### config.mk
export PLATFORM = sky130hd
export DESIGN_NAME = valve_transit_supervisor_core_flat
export DESIGN_NICKNAME = d
export VERILOG_FILES = /design/src/rtl/vts_pkg.sv /design/src/rtl/vts_ifs.sv /design/src/rtl/vts_step.sv /design/src/rtl/valve_transit_supervisor_core.sv /design/src/flat_wrapper.sv
export SDC_FILE = /design/constraint.sdc
export NUM_CORES = 1
export LEC_CHECK = 0
export BUFFER_PORTS_ARGS = -buffer_cell sky130_fd_sc_hd__buf_4
export CORE_MARGIN = 2
export CORE_UTILIZATION = 30
export DETAILED_ROUTE_END_ITERATION = 8
export HOLD_SLACK_MARGIN = 0.03
export SYNTH_ARGS = -nofsm -noshare
export SYNTH_HDL_FRONTEND = slang
export SYNTH_SLANG_ARGS = --single-unit
### constraint.sdc
create_clock -name clk -period 9.9 [get_ports clk]
set_input_delay 1.485 -clock clk [delete_from_list [all_inputs] [get_ports clk]]
set_output_delay 1.485 -clock clk [all_outputs]
set_load 0.02 [all_outputs]
### src/rtl/vts_pkg.sv
// vts_pkg: shared types, codes and reset values for the valve transit supervisor
// no dependencies; referenced by the request interface and imported by every module of the block

package vts_pkg;

	// field widths
	localparam int unsigned TIME_W     = 32;
	localparam int unsigned DEBOUNCE_W = 16;
	localparam int unsigned CFG_DATA_W = 32;
	localparam int unsigned CFG_IDX_W  = 1;

	// request types
	localparam logic [1:0] REQ_UPDATE = 2'd0;
	localparam logic [1:0] REQ_OPEN   = 2'd1;
	localparam logic [1:0] REQ_CLOSE  = 2'd2;

	// servo commands
	localparam logic [1:0] CMD_NONE = 2'd0;
	localparam logic [1:0] CMD_FULL = 2'd1;
	localparam logic [1:0] CMD_SHUT = 2'd2;

	// valve state codes as reported on the result channel
	localparam logic [2:0] VS_UNKNOWN = 3'd0;
	localparam logic [2:0] VS_OPENING = 3'd1;
	localparam logic [2:0] VS_OPEN    = 3'd2;
	localparam logic [2:0] VS_CLOSING = 3'd3;
	localparam logic [2:0] VS_CLOSED  = 3'd4;
	localparam logic [2:0] VS_FAULT   = 3'd5;

	// configuration register indexes
	localparam logic [CFG_IDX_W-1:0] CFG_TIMEOUT  = 1'd0;
	localparam logic [CFG_IDX_W-1:0] CFG_DEBOUNCE = 1'd1;

	// configuration reset values
	localparam logic [TIME_W-1:0]     TIMEOUT_RESET  = 32'd1000;
	localparam logic [DEBOUNCE_W-1:0] DEBOUNCE_RESET = 16'd30;

	// internal valve mode, one-hot
	typedef enum logic [5:0] {
		MODE_UNKNOWN = 6'b000001,
		MODE_OPENING = 6'b000010,
		MODE_OPEN    = 6'b000100,
		MODE_CLOSING = 6'b001000,
		MODE_CLOSED  = 6'b010000,
		MODE_FAULT   = 6'b100000
	} mode_t;

	// supervisor state carried between the step logic and the top level
	typedef struct packed {
		mode_t             mode;
		logic [TIME_W-1:0] start_ms;
		logic [TIME_W-1:0] last_chg_ms;
		logic              open_lvl;
		logic              close_lvl;
	} vts_state_t;

	// one-hot mode to reported state code
	function automatic logic [2:0] mode_code(input mode_t m);
		logic [2:0] c;
		case (m)
			MODE_UNKNOWN: c = VS_UNKNOWN;
			MODE_OPENING: c = VS_OPENING;
			MODE_OPEN:    c = VS_OPEN;
			MODE_CLOSING: c = VS_CLOSING;
			MODE_CLOSED:  c = VS_CLOSED;
			MODE_FAULT:   c = VS_FAULT;
			default:      c = VS_UNKNOWN;
		endcase
		return c;
	endfunction

endpackage

### src/rtl/vts_ifs.sv
// vts_ifs: valid/ready channel interfaces for requests and results
// depends on vts_pkg for field widths

interface vts_req_if;
	logic                      valid;
	logic                      ready;
	logic [1:0]                req_type;
	logic [vts_pkg::TIME_W-1:0] now_ms;
	logic                      raw_open_limit;
	logic                      raw_close_limit;

	modport source (output valid, req_type, now_ms, raw_open_limit, raw_close_limit,
		input ready);
	modport sink (input valid, req_type, now_ms, raw_open_limit, raw_close_limit,
		output ready);
endinterface

interface vts_res_if;
	logic       valid;
	logic       ready;
	logic [2:0] valve_state;
	logic [1:0] servo_command;
	logic       open_limit_seen;
	logic       close_limit_seen;

	modport source (output valid, valve_state, servo_command, open_limit_seen,
		close_limit_seen, input ready);
	modport sink (input valid, valve_state, servo_command, open_limit_seen,
		close_limit_seen, output ready);
endinterface

### src/rtl/vts_step.sv
// vts_step: next-state logic for one request (commands, debounce, transit end and timeout)
// depends on vts_pkg

module vts_step (
	input  vts_pkg::vts_state_t              cur,
	input  logic [1:0]                       req_type,
	input  logic [vts_pkg::TIME_W-1:0]       now_ms,
	input  logic                             raw_open,
	input  logic                             raw_close,
	input  logic [vts_pkg::TIME_W-1:0]       timeout_ms,
	input  logic [vts_pkg::DEBOUNCE_W-1:0]   debounce_ms,
	output vts_pkg::vts_state_t              nxt,
	output logic [1:0]                       servo_command
);
	import vts_pkg::*;

	logic [TIME_W-1:0] since_chg;
	logic [TIME_W-1:0] since_start;
	logic              lvl_diff;
	logic              deb_ok;
	logic              expired;

	// elapsed times, modulo 2^32
	assign since_chg   = now_ms - cur.last_chg_ms;
	assign since_start = now_ms - cur.start_ms;
	assign lvl_diff    = (raw_open != cur.open_lvl) || (raw_close != cur.close_lvl);
	assign deb_ok      = since_chg >= {{(TIME_W-DEBOUNCE_W){1'b0}}, debounce_ms};
	assign expired     = since_start >= timeout_ms;

	// request decode and state update
	always_comb begin
		nxt           = cur;
		servo_command = CMD_NONE;
		case (req_type)
			REQ_OPEN: begin
				if (cur.mode != MODE_OPEN && cur.mode != MODE_OPENING) begin
					nxt.start_ms  = now_ms;
					nxt.mode      = MODE_OPENING;
					servo_command = CMD_FULL;
				end
			end
			REQ_CLOSE: begin
				if (cur.mode != MODE_CLOSED && cur.mode != MODE_CLOSING) begin
					nxt.start_ms  = now_ms;
					nxt.mode      = MODE_CLOSING;
					servo_command = CMD_SHUT;
				end
			end
			REQ_UPDATE: begin
				// both switches debounced together
				if (lvl_diff && deb_ok) begin
					nxt.open_lvl    = raw_open;
					nxt.close_lvl   = raw_close;
					nxt.last_chg_ms = now_ms;
				end
				// transit ends on the debounced switch, else may time out
				if (cur.mode == MODE_OPENING) begin
					if (nxt.open_lvl)
						nxt.mode = MODE_OPEN;
					else if (expired)
						nxt.mode = MODE_FAULT;
				end else if (cur.mode == MODE_CLOSING) begin
					if (nxt.close_lvl)
						nxt.mode = MODE_CLOSED;
					else if (expired)
						nxt.mode = MODE_FAULT;
				end
			end
			default: begin
				nxt = cur;
			end
		endcase
	end

endmodule

### src/rtl/valve_transit_supervisor_core.sv
// valve_transit_supervisor_core: top level with input register, state and result register
// depends on vts_pkg, vts_ifs and vts_step

// Takes one request transaction per clock while req.ready is high and returns exactly
// one result transaction for each. A request is captured in an input register; once the
// result register is free or being taken, one pass of compare/subtract logic updates the
// valve state and loads the result register, so a sustained rate of one transaction per
// cycle with the result side ready is set by that single state-update step. A waiting
// result blocks the next request only while the input register is full. Configuration
// (index 0 transit timeout, index 1 debounce time) is written through cfg_we/cfg_index/
// cfg_wdata; the user must write it only while no transaction is in flight, as the block
// does not enforce this. Timeout resets to 1000 ms, debounce to 30 ms.

module valve_transit_supervisor_core (
	input  logic                              clk,
	input  logic                              arst_n,
	input  logic                              cfg_we,
	input  logic [vts_pkg::CFG_IDX_W-1:0]     cfg_index,
	input  logic [vts_pkg::CFG_DATA_W-1:0]    cfg_wdata,
	vts_req_if.sink                           req,
	vts_res_if.source                         res
);
	import vts_pkg::*;

	// configuration registers
	logic [TIME_W-1:0]     timeout_q;
	logic [DEBOUNCE_W-1:0] debounce_q;

	// supervisor state
	vts_state_t state_q;
	vts_state_t nxt;

	// input stage
	logic              valid_s1;
	logic [1:0]        req_type_s1;
	logic [TIME_W-1:0] now_ms_s1;
	logic              raw_open_s1;
	logic              raw_close_s1;

	// result stage
	logic       valid_s2;
	logic [2:0] state_s2;
	logic [1:0] cmd_s2;
	logic       open_s2;
	logic       close_s2;

	logic [1:0] cmd;
	logic       adv;

	// flow control
	assign adv       = valid_s1 && (!valid_s2 || res.ready);
	assign req.ready = !valid_s1 || adv;

	// configuration writes
	always_ff @(posedge clk or negedge arst_n) begin
		if (!arst_n) begin
			timeout_q  <= TIMEOUT_RESET;
			debounce_q <= DEBOUNCE_RESET;
		end else if (cfg_we) begin
			case (cfg_index)
				CFG_TIMEOUT:  timeout_q  <= cfg_wdata;
				CFG_DEBOUNCE: debounce_q <= cfg_wdata[DEBOUNCE_W-1:0];
				default:      timeout_q  <= timeout_q;
			endcase
		end
	end

	// input register valid
	always_ff @(posedge clk or negedge arst_n) begin
		if (!arst_n)
			valid_s1 <= 1'b0;
		else if (req.ready)
			valid_s1 <= req.valid;
	end

	// input register payload
	always_ff @(posedge clk) begin
		if (req.valid && req.ready) begin
			req_type_s1  <= req.req_type;
			now_ms_s1    <= req.now_ms;
			raw_open_s1  <= req.raw_open_limit;
			raw_close_s1 <= req.raw_close_limit;
		end
	end

	vts_step u_step (
		.cur           (state_q),
		.req_type      (req_type_s1),
		.now_ms        (now_ms_s1),
		.raw_open      (raw_open_s1),
		.raw_close     (raw_close_s1),
		.timeout_ms    (timeout_q),
		.debounce_ms   (debounce_q),
		.nxt           (nxt),
		.servo_command (cmd)
	);

	// state update as each transaction passes to the result register
	always_ff @(posedge clk or negedge arst_n) begin
		if (!arst_n) begin
			state_q.mode        <= MODE_UNKNOWN;
			state_q.start_ms    <= '0;
			state_q.last_chg_ms <= '0;
			state_q.open_lvl    <= 1'b0;
			state_q.close_lvl   <= 1'b0;
		end else if (adv) begin
			state_q <= nxt;
		end
	end

	// result register valid
	always_ff @(posedge clk or negedge arst_n) begin
		if (!arst_n)
			valid_s2 <= 1'b0;
		else if (adv)
			valid_s2 <= 1'b1;
		else if (res.ready)
			valid_s2 <= 1'b0;
	end

	// result register payload
	always_ff @(posedge clk) begin
		if (adv) begin
			state_s2 <= mode_code(nxt.mode);
			cmd_s2   <= cmd;
			open_s2  <= nxt.open_lvl;
			close_s2 <= nxt.close_lvl;
		end
	end

	assign res.valid            = valid_s2;
	assign res.valve_state      = state_s2;
	assign res.servo_command    = cmd_s2;
	assign res.open_limit_seen  = open_s2;
	assign res.close_limit_seen = close_s2;

	// a new servo command always comes with the matching transit mode
	a_cmd_full: assert property (@(posedge clk) disable iff (!arst_n)
		res.valid && res.servo_command == CMD_FULL |-> res.valve_state == VS_OPENING)
		else $error("open command without opening state");

	a_cmd_shut: assert property (@(posedge clk) disable iff (!arst_n)
		res.valid && res.servo_command == CMD_SHUT |-> res.valve_state == VS_CLOSING)
		else $error("close command without closing state");

	// state moves only when a transaction advances
	a_state_hold: assert property (@(posedge clk) disable iff (!arst_n)
		!adv |=> $stable(state_q))
		else $error("state changed without a transaction");

	// fault is entered only from a transit
	a_fault_src: assert property (@(posedge clk) disable iff (!arst_n)
		adv && nxt.mode == MODE_FAULT && state_q.mode != MODE_FAULT
		|-> state_q.mode == MODE_OPENING || state_q.mode == MODE_CLOSING)
		else $error("fault entered outside a transit");

endmodule

### src/flat_wrapper.sv
// flat-port wrapper written by rule: the top's interface ports become plain ports
module valve_transit_supervisor_core_flat import vts_pkg::*;
  (clk, arst_n, cfg_we, cfg_index, cfg_wdata, req_valid, req_req_type, req_now_ms, req_raw_open_limit, req_raw_close_limit, req_ready, res_valid, res_valve_state, res_servo_command, res_open_limit_seen, res_close_limit_seen, res_ready);
  vts_req_if req_i ();
  vts_res_if res_i ();
  input  logic clk;
  input  logic arst_n;
  input  logic cfg_we;
  input  logic [vts_pkg::CFG_IDX_W-1:0] cfg_index;
  input  logic [vts_pkg::CFG_DATA_W-1:0] cfg_wdata;
  input wire logic [$bits(req_i.valid)-1:0] req_valid;
  input wire logic [$bits(req_i.req_type)-1:0] req_req_type;
  input wire logic [$bits(req_i.now_ms)-1:0] req_now_ms;
  input wire logic [$bits(req_i.raw_open_limit)-1:0] req_raw_open_limit;
  input wire logic [$bits(req_i.raw_close_limit)-1:0] req_raw_close_limit;
  output wire logic [$bits(req_i.ready)-1:0] req_ready;
  output wire logic [$bits(res_i.valid)-1:0] res_valid;
  output wire logic [$bits(res_i.valve_state)-1:0] res_valve_state;
  output wire logic [$bits(res_i.servo_command)-1:0] res_servo_command;
  output wire logic [$bits(res_i.open_limit_seen)-1:0] res_open_limit_seen;
  output wire logic [$bits(res_i.close_limit_seen)-1:0] res_close_limit_seen;
  input wire logic [$bits(res_i.ready)-1:0] res_ready;
  assign req_i.valid = req_valid;
  assign req_i.req_type = req_req_type;
  assign req_i.now_ms = req_now_ms;
  assign req_i.raw_open_limit = req_raw_open_limit;
  assign req_i.raw_close_limit = req_raw_close_limit;
  assign req_ready = req_i.ready;
  assign res_valid = res_i.valid;
  assign res_valve_state = res_i.valve_state;
  assign res_servo_command = res_i.servo_command;
  assign res_open_limit_seen = res_i.open_limit_seen;
  assign res_close_limit_seen = res_i.close_limit_seen;
  assign res_i.ready = res_ready;
  valve_transit_supervisor_core u_core (.clk(clk), .arst_n(arst_n), .cfg_we(cfg_we), .cfg_index(cfg_index), .cfg_wdata(cfg_wdata), .req(req_i), .res(res_i));
endmodule
==> run_results.csv <==
group,metric,value,unit
run_status,outcome,"complete, no violations",
logic_synthesis,synth_area_leaders,"dfrtp_1 (25%), ha_1 (13%), edfxtp_1 (11%)",
logic_synthesis,synth_top_family_by_area,"compound AO/OA/AOI/OAI gates",
die,die_h,198,µm
worst_setup_path,startpoint_type,"flip-flop",
global_routing,grt_most_used_layer,"met2",
logic_synthesis,synth_seq_area_share,38.6,%
job,drv_cap,0,
placement,place_ws,3.75,ns
final_layout,area_growth_syn_to_layout,15.3,%
global_routing,track_usage,14.5,%
logic_synthesis,synth_edf_count,43,
min_path,hold_path_class,"flip-flop to flip-flop",
final_layout,final_cells,1753,
min_path,hp-start,"u_core.valid_s1",
final_layout,final_area,13000,µm²
worst_setup_path,crit_family,"compound AO/OA/AOI/OAI gates",
pwr,total_power,3.52,mW
worst_setup_path,critPathRequiredTime,10.17,ns
worst_setup_path,crit_fanout,4,
clock_network,cts_setup_buffers,0,
logic_synthesis,ys_seq_elements,165,
sta,finalCriticalPeriod,6.30,ns
sta,hold_ws,0.491,ns
placement,port_buffers,82,
logic_synthesis,synth_top_area_share,24.6,%
die,initial_core_util,30.2,%
route,drt_iter0_markers,470,
route,via_per_inst,4.97,
clock_network,root_buffer,"clkbuf_16",
logic_synthesis,ys.flop_type,"dfrtp_1",
worst_setup_path,critical-path-max-stage-delay,0.57,ns
global_routing,grt-ovfl-total,0,
clock_network,post_cts_resized,0,
route,ant_nets,0,
worst_setup_path,cp_cell_sequence,"inv_1 -> ha_1 -> inv_1 -> fa_1 -> a211oi_1 -> nor2_1 -> o211a_1 -> o31ai_1 -> nand2_1 -> xor2_1 -> ha_1 -> a221oi_1 -> o211ai_1 -> nor4bb_1 -> o2111ai_1 -> nor4_1 -> o211ai_1 -> or4_2 -> or4b_4 -> a311o_1 -> a21oi_1 -> nor3b_1",
placement,dp_cells,1721,
clock_network,tritoncts,"yes",
sta,maxSlewViolCount,0,
clock_network,clock_path_buffers,2,
final_layout,diodes,0,
sta,setup_viol,0,
global_routing,use_met3,3.44,%
die,die_area,39200,µm²
clock_network,cts_made_buffers,17,
route,wl_per_cell,15.7,µm
logic_synthesis,ys.warnings.count,0,
worst_setup_path,cp_num_buf_inv,2,
global_routing,grt_pass1_wl,44600,µm
die,core_region_area,37400,µm²
clock_network,postCtsHoldBufs,0,
logic_synthesis,synthCells,1156,
sta,relSlewSlack,29.6,%
die,die_x,198,µm
route,dr.pass1.iters,5,
global_routing,met2_usage,24.4,%
placement,gp_routability_congestion,0.890,
pwr,power.density,270,nW/µm²
die,std_cell_rows,71,
logic_synthesis,synth_top_area_cell,"dfrtp_1",
route,drc,0,
clock_network,clock-sinks,165,
worst_setup_path,r2r_end,"u_core.res.valve_state[1]",
sta,finalHoldViolations,0,
global_routing,grt_pass1_vias,8718,
clock_network,htree_levels,4,
sta,fin_skew,0.0113,ns
route,wl,27600,µm
global_routing,grtUsageMet1,17.7,%
route,num_vias,8714,
final_layout,final_nets,1419,
logic_synthesis,synth.avg_cell_area,9.76,µm²
logic_synthesis,synthArstFlopShare,73.9,%
logic_synthesis,synth_fp_nets,1346,
pwr,peakVddDrop,0.142,mV
placement,dp_hpwl,21100,µm
worst_setup_path,crit_path_end_kind,"flip-flop",
min_path,min_delay_path_depth,1,
final_layout,drive_gt1_share,20.2,%
worst_setup_path,timing.rr.start,"u_core.now_ms_s1[0]",
logic_synthesis,yosysUniqueCellTypes,89,
final_layout,final_util,34.8,%
sta,period_share,63.7,%
logic_synthesis,netlist_area,11300,µm²
logic_synthesis,synth_xor_area_share,3.96,%
worst_setup_path,crit_type,"flip-flop to flip-flop",
worst_setup_path,rrSetupSlack,3.60,ns
global_routing,grt_max_degree,64,
sta,rsz0062_at_grt,"false",
global_routing,antenna_found_initial,0,
worst_setup_path,r2r_cells,22,
worst_setup_path,cp_slowest_cell,"or4_2",
logic_synthesis,synth_compound_area_share,17.6,%
clock_network,path_clk_slew,0.07,ns
logic_synthesis,synth_mux_area_share,8.71,%
die,ios,83,
sta,worstMarginPinSlew,1.06,ns
placement,placed_area,12400,µm²
pwr,leakagePower,5.85,nW
clock_network,clock_latency,0.44,ns
sta,clock.fmax,0.159,GHz
sta,setup_ws,3.60,ns
logic_synthesis,synthSimpleGateAreaFrac,12.4,%
min_path,holdPathEnd,"u_core.res.valid",
sta,tns,0,ns
worst_setup_path,worstPathArrival,6.58,ns
logic_synthesis,synthAdderAreaFrac,13.0,%
-- power breakdown --
part           total [mW]  internal [mW]  leakage [nW]  switching [mW]
clock               0.645          0.354         0.282           0.292
sequential          0.946          0.861          1.86          0.0849
combinational        1.93          0.846          3.71            1.08
total                3.52           2.06          5.85            1.46
-- final cells by class --
class	count	area (µm²)
Clock buffer	20	479
Sequential cell	165	4360
Tap cell	511	639
Clock inverter	12	88.8
Multi-Input combinational cell	830	6320
Inverter	129	484
Timing Repair Buffer	86	646
Fill cell	3749	24400
-- synthesized netlist by cell type (all sizes together), types with 14 or more instances --
library cell  number
a211oi            20
a21o              35
a21oi             69
a31oi             14
clkbuf            24
dfrtp            111
edfxtp            43
ha               114
inv              129
mux2              82
nand2             90
nand2b            15
nand3             16
nor2              49
nor3              16
o21ai             83
xnor2             35
xor2              16
-- registers in the layout, summed over array words and instances (netlist names) --
register and cells:
u_core.res.servo_command 2, u_core.res.close_limit_seen 1, u_core.res.open_limit_seen 1, u_core.state_q 72, u_core.raw_open_s1 1, u_core.raw_close_s1 1, u_core.now_ms_s1 32, u_core.debounce_q 16
u_core.timeout_q 32, u_core.res.valid 1, u_core.res.valve_state 3, u_core.req_type_s1 2, u_core.valid_s1 1
-- worst max path at each step --
stage / from / endpoint / slack, ns / depth (start not counted)
after floorplan: u_core.now_ms_s1[0] / u_core.res.valve_state[1] / 4.55 / 22
after global placement: u_core.now_ms_s1[0] / u_core.res.valve_state[1] / 3.83 / 22
after detailed placement: u_core.now_ms_s1[0] / u_core.res.valve_state[2] / 3.75 / 22
after CTS: u_core.now_ms_s1[0] / u_core.res.valve_state[1] / 3.71 / 22
after global routing: u_core.now_ms_s1[0] / u_core.res.valve_state[2] / 3.19 / 22
final: u_core.now_ms_s1[0] / u_core.res.valve_state[1] / 3.60 / 22
-- cells in the final DEF (no fill, tap or decap), types with 7 or more instances in the layout --
cell / instances
a21o_1: 33
mux2_2: 82
inv_1: 129
nand2_1: 90
nand4_1: 11
clkbuf_16: 19
a21oi_1: 68
and3_1: 9
xor2_1: 16
xnor2_1: 35
nand3_1: 16
dfrtp_1: 111
edfxtp_1: 43
ha_1: 114
o21a_1: 12
o21ai_0: 78
buf_4: 86
nor2b_1: 9
or2_2: 7
nor3_1: 15
dfstp_2: 11
nand2b_1: 15
nor4_1: 8
o211ai_1: 12
nor2_1: 49
a31oi_1: 14
a211oi_1: 19
-- per-layer routing --
metal,up-vias,part of all wire (%)
li1,4307,-
met1,4170,45
met2,189,47
met3,48,4.6
met4,0,3.0
met5,-,0
-- logic make-up after synthesis --
family | count (synthesis)
XOR/XNOR | 51
multiplexers | 88
flip-flops | 165
adder cells (fa/ha/maj) | 116
AO/OA/AOI/OAI | 303
AND/OR/NAND/NOR | 272
buffers and inverters | 161
-- worst register-to-register path, stage by stage (launching register included) --
cell       delay (ns)
edfxtp_1         0.38
inv_1            0.12
ha_1             0.18
inv_1            0.05
fa_1             0.42
a211oi_1         0.34
nor2_1           0.13
o211a_1          0.25
o31ai_1          0.55
nand2_1          0.13
xor2_1           0.17
ha_1             0.21
a221oi_1         0.27
o211ai_1         0.13
nor4bb_1         0.36
o2111ai_1        0.19
nor4_1           0.22
o211ai_1         0.12
or4_2            0.57
or4b_4           0.53
a311o_1          0.41
a21oi_1          0.20
nor3b_1          0.20
No activity file was read; power rests on OpenSTA's default activity.
